$ cat config.mk
export PLATFORM = sky130hd
export DESIGN_NAME = sha_256_hash_flat
export DESIGN_NICKNAME = d
export VERILOG_FILES = /design/src/sha256_pkg.sv /design/src/sha256_if.sv /design/src/sha256_dp.sv /design/src/sha256_ctrl.sv /design/src/sha256_zblk.sv /design/src/sha_256_hash.sv /design/src/flat_wrapper.sv
export SDC_FILE = /design/constraint.sdc
export NUM_CORES = 2
export LEC_CHECK = 0
export BUFFER_PORTS_ARGS = -buffer_cell sky130_fd_sc_hd__buf_2
export CORE_MARGIN = 2
export CORE_UTILIZATION = 45
export CTS_BUF_LIST = sky130_fd_sc_hd__clkbuf_4 sky130_fd_sc_hd__clkbuf_8 sky130_fd_sc_hd__clkbuf_16
export DETAILED_ROUTE_END_ITERATION = 10
export PLACE_DENSITY = 0.59
export SLEW_MARGIN = 40
export SYNTH_ARGS = -nofsm -noshare
export SYNTH_HDL_FRONTEND = slang
export SYNTH_HIERARCHICAL = 1
export SYNTH_SLANG_ARGS = --single-unit
$ cat constraint.sdc
create_clock -name clk -period 18.4 [get_ports clk]
set_input_delay 5.52 -clock clk [delete_from_list [all_inputs] [get_ports clk]]
set_output_delay 5.52 -clock clk [all_outputs]
set_load 0.01 [all_outputs]
$ cat src/sha256_pkg.sv
`default_nettype none
package sha256_pkg;

	typedef logic [31:0] word_t;

	// Controller to datapath commands
	typedef struct packed {
		logic       clear;      // return chain and counter to initial values
		logic       put_byte;   // store byte at current fill position
		logic       pad_begin;  // write 0x80 at fill, zeros after it
		logic       zero_block; // clear whole block (length-only block)
		logic       put_len;    // write bit length into bytes 56..63
		logic       load;       // load schedule and working words
		logic       round;      // run one round
		logic       fold;       // add working words into chain
		logic [2:0] out_sel;    // digest word select
	} dp_cmd_t;

	// Datapath to controller status
	typedef struct packed {
		logic       block_full; // fill at 63, next byte completes the block
		logic       pad_two;    // fill above 55
		logic       last_round; // round counter at 63
	} dp_sts_t;

	localparam logic [7:0] PadByte = 8'h80;
	localparam logic [5:0] PadLimit = 6'd55;

	localparam word_t InitH [8] = '{
		32'h6a09e667, 32'hbb67ae85, 32'h3c6ef372, 32'ha54ff53a,
		32'h510e527f, 32'h9b05688c, 32'h1f83d9ab, 32'h5be0cd19
	};

	localparam word_t RoundK [64] = '{
		32'h428a2f98, 32'h71374491, 32'hb5c0fbcf, 32'he9b5dba5,
		32'h3956c25b, 32'h59f111f1, 32'h923f82a4, 32'hab1c5ed5,
		32'hd807aa98, 32'h12835b01, 32'h243185be, 32'h550c7dc3,
		32'h72be5d74, 32'h80deb1fe, 32'h9bdc06a7, 32'hc19bf174,
		32'he49b69c1, 32'hefbe4786, 32'h0fc19dc6, 32'h240ca1cc,
		32'h2de92c6f, 32'h4a7484aa, 32'h5cb0a9dc, 32'h76f988da,
		32'h983e5152, 32'ha831c66d, 32'hb00327c8, 32'hbf597fc7,
		32'hc6e00bf3, 32'hd5a79147, 32'h06ca6351, 32'h14292967,
		32'h27b70a85, 32'h2e1b2138, 32'h4d2c6dfc, 32'h53380d13,
		32'h650a7354, 32'h766a0abb, 32'h81c2c92e, 32'h92722c85,
		32'ha2bfe8a1, 32'ha81a664b, 32'hc24b8b70, 32'hc76c51a3,
		32'hd192e819, 32'hd6990624, 32'hf40e3585, 32'h106aa070,
		32'h19a4c116, 32'h1e376c08, 32'h2748774c, 32'h34b0bcb5,
		32'h391c0cb3, 32'h4ed8aa4a, 32'h5b9cca4f, 32'h682e6ff3,
		32'h748f82ee, 32'h78a5636f, 32'h84c87814, 32'h8cc70208,
		32'h90befffa, 32'ha4506ceb, 32'hbef9a3f7, 32'hc67178f2
	};

	function automatic word_t ror(input word_t v, input int unsigned r);
		ror = (v >> r) | (v << (32 - r));
	endfunction

endpackage
`default_nettype wire

$ cat src/sha256_if.sv
`default_nettype none
interface sha256_in_if;
	logic       valid;
	logic       ready;
	logic [7:0] data_byte;
	logic       has_byte;
	logic       end_of_message;
	modport source (output valid, data_byte, has_byte, end_of_message, input ready);
	modport sink (input valid, data_byte, has_byte, end_of_message, output ready);
endinterface

interface sha256_out_if;
	logic        valid;
	logic        ready;
	logic [31:0] digest_word;
	logic [2:0]  word_index;
	logic        last_word;
	modport source (output valid, digest_word, word_index, last_word, input ready);
	modport sink (input valid, digest_word, word_index, last_word, output ready);
endinterface
`default_nettype wire

$ cat src/sha256_dp.sv
`default_nettype none
module sha256_dp (
	input  wire logic                clk,
	input  wire logic                arst_n,
	input  wire sha256_pkg::dp_cmd_t cmd,
	input  wire logic [7:0]          data_byte,
	output sha256_pkg::dp_sts_t      sts,
	output sha256_pkg::word_t        digest_word
);
	sha256_pkg::word_t chain_q [8];
	sha256_pkg::word_t work_q [8];
	sha256_pkg::word_t sched_q [16];
	sha256_pkg::word_t blk_q [16];  // message block, big-endian words
	logic [63:0] count_q;
	logic [5:0]  round_q;

	logic [5:0]  fill;
	logic [63:0] bits;
	sha256_pkg::word_t w15, w2, wnew, w, s0, s1, ch, maj, t1, t2, a, e;

	assign fill = count_q[5:0];
	assign bits = {count_q[60:0], 3'b000};

	// Schedule word for this round: first 16 straight, then expanded
	always_comb begin
		w15 = sched_q[1];
		w2 = sched_q[14];
		wnew = sched_q[0] + sched_q[9]
			+ (sha256_pkg::ror(w15, 7) ^ sha256_pkg::ror(w15, 18) ^ (w15 >> 3))
			+ (sha256_pkg::ror(w2, 17) ^ sha256_pkg::ror(w2, 19) ^ (w2 >> 10));
		w = (round_q < 6'd16) ? sched_q[round_q[3:0]] : wnew;
	end

	// Round function
	always_comb begin
		a = work_q[0];
		e = work_q[4];
		s1 = sha256_pkg::ror(e, 6) ^ sha256_pkg::ror(e, 11) ^ sha256_pkg::ror(e, 25);
		ch = (e & work_q[5]) ^ (~e & work_q[6]);
		t1 = work_q[7] + s1 + ch + sha256_pkg::RoundK[round_q] + w;
		s0 = sha256_pkg::ror(a, 2) ^ sha256_pkg::ror(a, 13) ^ sha256_pkg::ror(a, 22);
		maj = (a & work_q[1]) ^ (a & work_q[2]) ^ (work_q[1] & work_q[2]);
		t2 = s0 + maj;
	end

	assign sts.block_full = fill == 6'd63;
	assign sts.pad_two = fill > sha256_pkg::PadLimit;
	assign sts.last_round = round_q == 6'd63;
	assign digest_word = chain_q[cmd.out_sel];

	// Chain words and byte counter
	always_ff @(posedge clk or negedge arst_n) begin
		if (!arst_n) begin
			for (int i = 0; i < 8; i++) chain_q[i] <= sha256_pkg::InitH[i];
			count_q <= '0;
		end else if (cmd.clear) begin
			for (int i = 0; i < 8; i++) chain_q[i] <= sha256_pkg::InitH[i];
			count_q <= '0;
		end else begin
			if (cmd.fold)
				for (int i = 0; i < 8; i++) chain_q[i] <= chain_q[i] + work_q[i];
			if (cmd.put_byte) count_q <= count_q + 64'd1;
		end
	end

	// Block buffer, byte lanes big-endian within each word
	always_ff @(posedge clk) begin
		if (cmd.put_byte) blk_q[fill[5:2]][{~fill[1:0], 3'b000} +: 8] <= data_byte;
		if (cmd.pad_begin)
			for (int i = 0; i < 64; i++)
				if (6'(i) == fill) blk_q[i/4][8*(3 - i%4) +: 8] <= sha256_pkg::PadByte;
				else if (6'(i) > fill) blk_q[i/4][8*(3 - i%4) +: 8] <= 8'h00;
		if (cmd.zero_block)
			for (int i = 0; i < 16; i++) blk_q[i] <= '0;
		if (cmd.put_len) begin
			blk_q[14] <= bits[63:32];
			blk_q[15] <= bits[31:0];
		end
	end

	// Schedule window, working words and round counter
	always_ff @(posedge clk or negedge arst_n) begin
		if (!arst_n) begin
			round_q <= '0;
		end else if (cmd.load) begin
			round_q <= '0;
		end else if (cmd.round) begin
			round_q <= round_q + 6'd1;
		end
	end

	always_ff @(posedge clk) begin
		if (cmd.load) begin
			for (int j = 0; j < 16; j++) sched_q[j] <= blk_q[j];
			for (int i = 0; i < 8; i++) work_q[i] <= chain_q[i];
		end else if (cmd.round) begin
			// window slides once expanded words are in use
			if (round_q >= 6'd16) begin
				for (int j = 0; j < 15; j++) sched_q[j] <= sched_q[j+1];
				sched_q[15] <= wnew;
			end
			work_q[7] <= work_q[6];
			work_q[6] <= work_q[5];
			work_q[5] <= work_q[4];
			work_q[4] <= work_q[3] + t1;
			work_q[3] <= work_q[2];
			work_q[2] <= work_q[1];
			work_q[1] <= work_q[0];
			work_q[0] <= t1 + t2;
		end
	end
endmodule
`default_nettype wire

$ cat src/sha256_ctrl.sv
`default_nettype none
module sha256_ctrl (
	input  wire logic                clk,
	input  wire logic                arst_n,
	input  wire logic                in_valid,
	input  wire logic                has_byte,
	input  wire logic                end_of_message,
	output logic                     in_ready,
	output logic                     out_valid,
	input  wire logic                out_ready,
	output logic [2:0]               word_index,
	output logic                     last_word,
	input  wire sha256_pkg::dp_sts_t sts,
	output sha256_pkg::dp_cmd_t      cmd
);
	localparam logic [2:0] StIdle = 3'd0;
	localparam logic [2:0] StLoad = 3'd1;
	localparam logic [2:0] StRound = 3'd2;
	localparam logic [2:0] StFold = 3'd3;
	localparam logic [2:0] StPad = 3'd4;
	localparam logic [2:0] StLen = 3'd5;
	localparam logic [2:0] StOut = 3'd6;

	logic [2:0] state_q, state_d;
	logic       fin_q, fin_d;   // final block of a message in flight
	logic       pend_q, pend_d; // padding or length-only block still to come
	logic [2:0] idx_q, idx_d;
	logic       take;

	assign in_ready = state_q == StIdle;
	assign take = in_valid && in_ready;
	assign out_valid = state_q == StOut;
	assign word_index = idx_q;
	assign last_word = idx_q == 3'd7;

	always_comb begin
		state_d = state_q;
		fin_d = fin_q;
		pend_d = pend_q;
		idx_d = idx_q;
		cmd = '0;
		cmd.out_sel = idx_q;
		case (state_q)
			StIdle: begin
				if (take) begin
					cmd.put_byte = has_byte;
					if (has_byte && sts.block_full) begin
						state_d = StLoad;
						fin_d = 1'b0;
						pend_d = end_of_message;
					end else if (end_of_message) begin
						state_d = StPad;
					end
				end
			end
			StPad: begin
				cmd.pad_begin = 1'b1;
				if (sts.pad_two) begin
					state_d = StLoad;
					fin_d = 1'b0;
					pend_d = 1'b1;
				end else begin
					state_d = StLen;
				end
			end
			StLen: begin
				cmd.put_len = 1'b1;
				state_d = StLoad;
				fin_d = 1'b1;
				pend_d = 1'b0;
			end
			StLoad: begin
				cmd.load = 1'b1;
				state_d = StRound;
			end
			StRound: begin
				cmd.round = 1'b1;
				if (sts.last_round) state_d = StFold;
			end
			StFold: begin
				cmd.fold = 1'b1;
				if (fin_q) begin
					state_d = StOut;
					idx_d = 3'd0;
				end else if (pend_q) begin
					// after a full block: pad fresh block, or zero block then length
					state_d = sts.pad_two ? StLen : StPad;
					pend_d = 1'b0;
				end else begin
					state_d = StIdle;
				end
			end
			StOut: begin
				if (out_ready) begin
					idx_d = idx_q + 3'd1;
					if (idx_q == 3'd7) begin
						cmd.clear = 1'b1;
						state_d = StIdle;
					end
				end
			end
			default: state_d = StIdle;
		endcase
	end

	always_ff @(posedge clk or negedge arst_n) begin
		if (!arst_n) begin
			state_q <= StIdle;
			fin_q <= 1'b0;
			pend_q <= 1'b0;
			idx_q <= '0;
		end else begin
			state_q <= state_d;
			fin_q <= fin_d;
			pend_q <= pend_d;
			idx_q <= idx_d;
		end
	end
endmodule
`default_nettype wire

$ cat src/sha256_zblk.sv
`default_nettype none
// Length-only block staging: after a pad that overflowed, clear and write length
module sha256_zblk (
	input  wire logic                clk,
	input  wire logic                arst_n,
	input  wire sha256_pkg::dp_cmd_t cmd_in,
	output sha256_pkg::dp_cmd_t      cmd_out
);
	logic pad_two_q;

	// set by a fold after the last pad, so at a length write it marks a two-block tail
	always_ff @(posedge clk or negedge arst_n) begin
		if (!arst_n) pad_two_q <= 1'b0;
		else if (cmd_in.pad_begin) pad_two_q <= 1'b0;
		else if (cmd_in.fold) pad_two_q <= 1'b1;
		else if (cmd_in.put_len || cmd_in.clear) pad_two_q <= 1'b0;
	end

	always_comb begin
		cmd_out = cmd_in;
		cmd_out.zero_block = cmd_in.put_len && pad_two_q;
	end
endmodule
`default_nettype wire

$ cat src/sha_256_hash.sv
`default_nettype none
// SHA-256 streaming hasher, at most one byte per request.
// Byte requests are taken while idle; the 64th byte of a block stalls input through
// the load, 64 rounds of the single round unit and the fold.
// End of message: padding and length writes plus one or two compressions,
// then eight digest words. Reset (arst_n low) restores the initial hash values.
module sha_256_hash (
	input  wire logic   clk,
	input  wire logic   arst_n,
	sha256_in_if.sink   in_ch,
	sha256_out_if.source out_ch
);
	sha256_pkg::dp_cmd_t cmd_raw, cmd;
	sha256_pkg::dp_sts_t sts;

	sha256_ctrl u_ctrl (
		.clk(clk), .arst_n(arst_n),
		.in_valid(in_ch.valid), .has_byte(in_ch.has_byte),
		.end_of_message(in_ch.end_of_message), .in_ready(in_ch.ready),
		.out_valid(out_ch.valid), .out_ready(out_ch.ready),
		.word_index(out_ch.word_index), .last_word(out_ch.last_word),
		.sts(sts), .cmd(cmd_raw)
	);

	sha256_zblk u_zblk (.clk(clk), .arst_n(arst_n), .cmd_in(cmd_raw), .cmd_out(cmd));

	sha256_dp u_dp (
		.clk(clk), .arst_n(arst_n), .cmd(cmd), .data_byte(in_ch.data_byte),
		.sts(sts), .digest_word(out_ch.digest_word)
	);
endmodule
`default_nettype wire

$ cat src/flat_wrapper.sv
// flat-port wrapper written by rule: the top's interface ports become plain ports
module sha_256_hash_flat 
  (clk, arst_n, in_ch_valid, in_ch_data_byte, in_ch_has_byte, in_ch_end_of_message, in_ch_ready, out_ch_valid, out_ch_digest_word, out_ch_word_index, out_ch_last_word, out_ch_ready);
  sha256_in_if in_ch_i ();
  sha256_out_if out_ch_i ();
  input  wire logic clk;
  input  wire logic arst_n;
  input wire logic [$bits(in_ch_i.valid)-1:0] in_ch_valid;
  input wire logic [$bits(in_ch_i.data_byte)-1:0] in_ch_data_byte;
  input wire logic [$bits(in_ch_i.has_byte)-1:0] in_ch_has_byte;
  input wire logic [$bits(in_ch_i.end_of_message)-1:0] in_ch_end_of_message;
  output wire logic [$bits(in_ch_i.ready)-1:0] in_ch_ready;
  output wire logic [$bits(out_ch_i.valid)-1:0] out_ch_valid;
  output wire logic [$bits(out_ch_i.digest_word)-1:0] out_ch_digest_word;
  output wire logic [$bits(out_ch_i.word_index)-1:0] out_ch_word_index;
  output wire logic [$bits(out_ch_i.last_word)-1:0] out_ch_last_word;
  input wire logic [$bits(out_ch_i.ready)-1:0] out_ch_ready;
  assign in_ch_i.valid = in_ch_valid;
  assign in_ch_i.data_byte = in_ch_data_byte;
  assign in_ch_i.has_byte = in_ch_has_byte;
  assign in_ch_i.end_of_message = in_ch_end_of_message;
  assign in_ch_ready = in_ch_i.ready;
  assign out_ch_valid = out_ch_i.valid;
  assign out_ch_digest_word = out_ch_i.digest_word;
  assign out_ch_word_index = out_ch_i.word_index;
  assign out_ch_last_word = out_ch_i.last_word;
  assign out_ch_i.ready = out_ch_ready;
  sha_256_hash u_core (.clk(clk), .arst_n(arst_n), .in_ch(in_ch_i), .out_ch(out_ch_i));
endmodule
==> metrics.md <==
| Metric | Value |
|---|---|
| Post-Synthesis Cells | 10126 |
| Slew Viols, Final | 0 |
| Startpoint types | flop |
| Die height | 476 microns |
| Worst Hold Class | reg2reg |
| Crit path to | u_core/u_dp/work_q[0][31] |
| Port Buffers | 51 |
| Mapped Nets | 10743 |
| TNS Setup | 0 ns |
| Synth Warn # | 6 |
| CTS tree | built |
| Largest net degree at the start of global routing | 162 |
| Gates resized, CTS repair | 0 |
| Core ar. | 222000 sq um |
| Placed cell count | 12724 |
| Reg2Reg Launch Point | u_core/u_dp/sched_q[14][18] |
| Mapped Area | 100000 sq um |
| First-pass GRT wire length | 550000 microns |
| DP HPWL | 282000 microns |
| Final hold viol count | 0 |
| RSZ-0062 raised after global routing | false |
| Clk_skew | 0.0570 ns |
| Max-cap violation count | 0 |
| IO Pins | 52 |
| Crit path from | u_core/u_dp/sched_q[14][18] |
| Crit Reg-Reg Endpoint | u_core/u_dp/work_q[0][31] |
| Fill count | 20264 |
| Die area | 226000 sq um |
| Antenna violations before repair | 20 |
| First-pass DRT Iterations | 7 |
| Vias | 80289 |
| PnR worst setup slack | 6.98 ns |
| Crit share post-route | 62.0% |
| Vias/cell | 6.13 |
| Clk buf depth | 3 |
| Final min period | 11.42 ns |
| Post-CTS Setup Repair Bufs | 0 |
| Wirelength per Cell | 29.3 microns |
| Final WL | 383000 microns |
| Starting Density | 45.2% |
| Fmax | 0.0876 GHz |
| GRT Util Overall | 33.4% |
| R2R depth | 43 |
| Required time of the critical path | 19.11 ns |
| Worst-Margin Slew | 1.02 ns |
| Grt total ovfl | 0 |
| # H-tree levels | 4 |
| Worst slack, placed | 7.07 ns |
| Clock Sinks | 1612 |
| Root Driver | clkbuf_16 |
| Finish-stage setup viols | 0 |
| Peak fanout along the critical path | 5 |
| Drc violations | 0 |
| Cell Rows | 173 |
| Share of post-route cells with drive strength above 1 | 15.8% |
| Non-filler cells, final | 13088 |
| Cell mode on critical path | fa_1 |
| Max-slew headroom | 32.2% |
| ANT nets after route | 0 |
| Critical path class | reg2reg |
| Syn avg cell area | 9.89 sq um |
| R2r setup slk | 6.98 ns |
| Crit path DAT | 12.13 ns |
| Worst path slowest cell | edfxtp_1 |
| Clock slew at reported path FFs | 0.06 ns |
| Vias in the first global route | 77696 |
| Post-layout net count | 10557 |
| Gp weighted congestion | 0.998 |
| Layout Area Growth over Synthesis | 9.79% |
| Peak per-stage delay on the critical path | 0.57 ns |
| Crit path capture type | flop |
| Clk_lat worst skew | 0.89 ns |
| Outcome | completed |
| Num CTS Buffers | 185 |
| Iter 0 DRT Violations | 8907 |
| Die Width | 476 microns |
| CTS Hold Bufs | 0 |
[routing by layer]
layer,part of all wire (%),GRT usage [%]
met4,6.2,18.0
met5,0.020,0
met1,40,43.0
met3,8.1,5.88
met2,46,53.6
[sequential cells by signal (all words and copies together), names as in the netlist]
| signal | flops |
|---|---|
| u_core/u_dp/blk_q | 512 |
| u_core/u_dp/sched_q | 512 |
| u_core/u_dp/chain_q | 256 |
| u_core/u_dp/work_q | 256 |
| u_core/u_dp/count_q | 61 |
| u_core/u_dp/round_q | 6 |
| u_core/u_ctrl/state_q | 3 |
| u_core/u_ctrl/word_index | 3 |
| u_core/u_ctrl/fin_q | 1 |
| u_core/u_ctrl/pend_q | 1 |
| u_core/u_zblk/pad_two_q | 1 |
[how the worst min path moves through the flow]
stage | start | end | slack, ns | depth (start not counted)
floorplan | u_core/u_dp/blk_q[7][24] | u_core/u_dp/blk_q[7][24] | 0.43 | 2
global placement | u_core/u_dp/blk_q[7][26] | u_core/u_dp/blk_q[7][26] | 0.45 | 2
detailed placement | u_core/u_dp/blk_q[7][25] | u_core/u_dp/blk_q[7][25] | 0.45 | 2
CTS | u_core/u_dp/blk_q[7][25] | u_core/u_dp/blk_q[7][25] | 0.46 | 2
global route | u_core/u_dp/blk_q[2][23] | u_core/u_dp/blk_q[2][23] | 0.49 | 2
finish | u_core/u_dp/blk_q[7][25] | u_core/u_dp/blk_q[7][25] | 0.46 | 2
[stage by stage]
step                      cell area, sq um  utilization, %  hold slack, ns
after global placement              103000            46.6           0.446
after detailed placement            103000            46.7           0.453
after global routing                110000            49.6           0.494
final                               110000            49.6           0.463
after CTS                           110000            49.5           0.462
after floorplan                     100000               -           0.434
[final cells by class]
| type | count | area [sq um] | area share, % |
|---|---|---|---|
| Sequential cell | 1612 | 42400 | 38.6 |
| Tap cell | 2975 | 3720 | 3.39 |
| Inverter | 411 | 1560 | 1.42 |
| Multi-Input combinational cell | 7518 | 54100 | 49.2 |
| Timing Repair Buffer | 212 | 1690 | 1.53 |
| Clock inverter | 79 | 985 | 0.895 |
| Antenna cell | 12 | 30.0 | 0.0273 |
| Clock buffer | 269 | 5420 | 4.93 |
[placed cells by master, fill, tap and decap left out, drive strengths merged, types with 212 or more instances in the layout]
cell type,n
a21o,219
a21oi,892
buf,212
clkbuf,269
dfxtp,451
edfxtp,829
ha,407
inv,409
mux2,547
mux4,226
nand2,1213
nor2,1263
o21ai,523
xnor2,400
[worst max-delay path: cells and delay by family (launching register included)]
kind	cells	cell delay (ns)
buffers and inverters	5	0.26
XOR/XNOR	4	0.95
AO/OA/AOI/OAI	19	4.59
adder cells (fa/ha/maj)	10	4.13
flip-flops	1	0.57
AND/OR/NAND/NOR	5	0.75
Power is not shown: default switching activity piles up to over one toggle a cycle in this logic, so the estimate is an artifact.
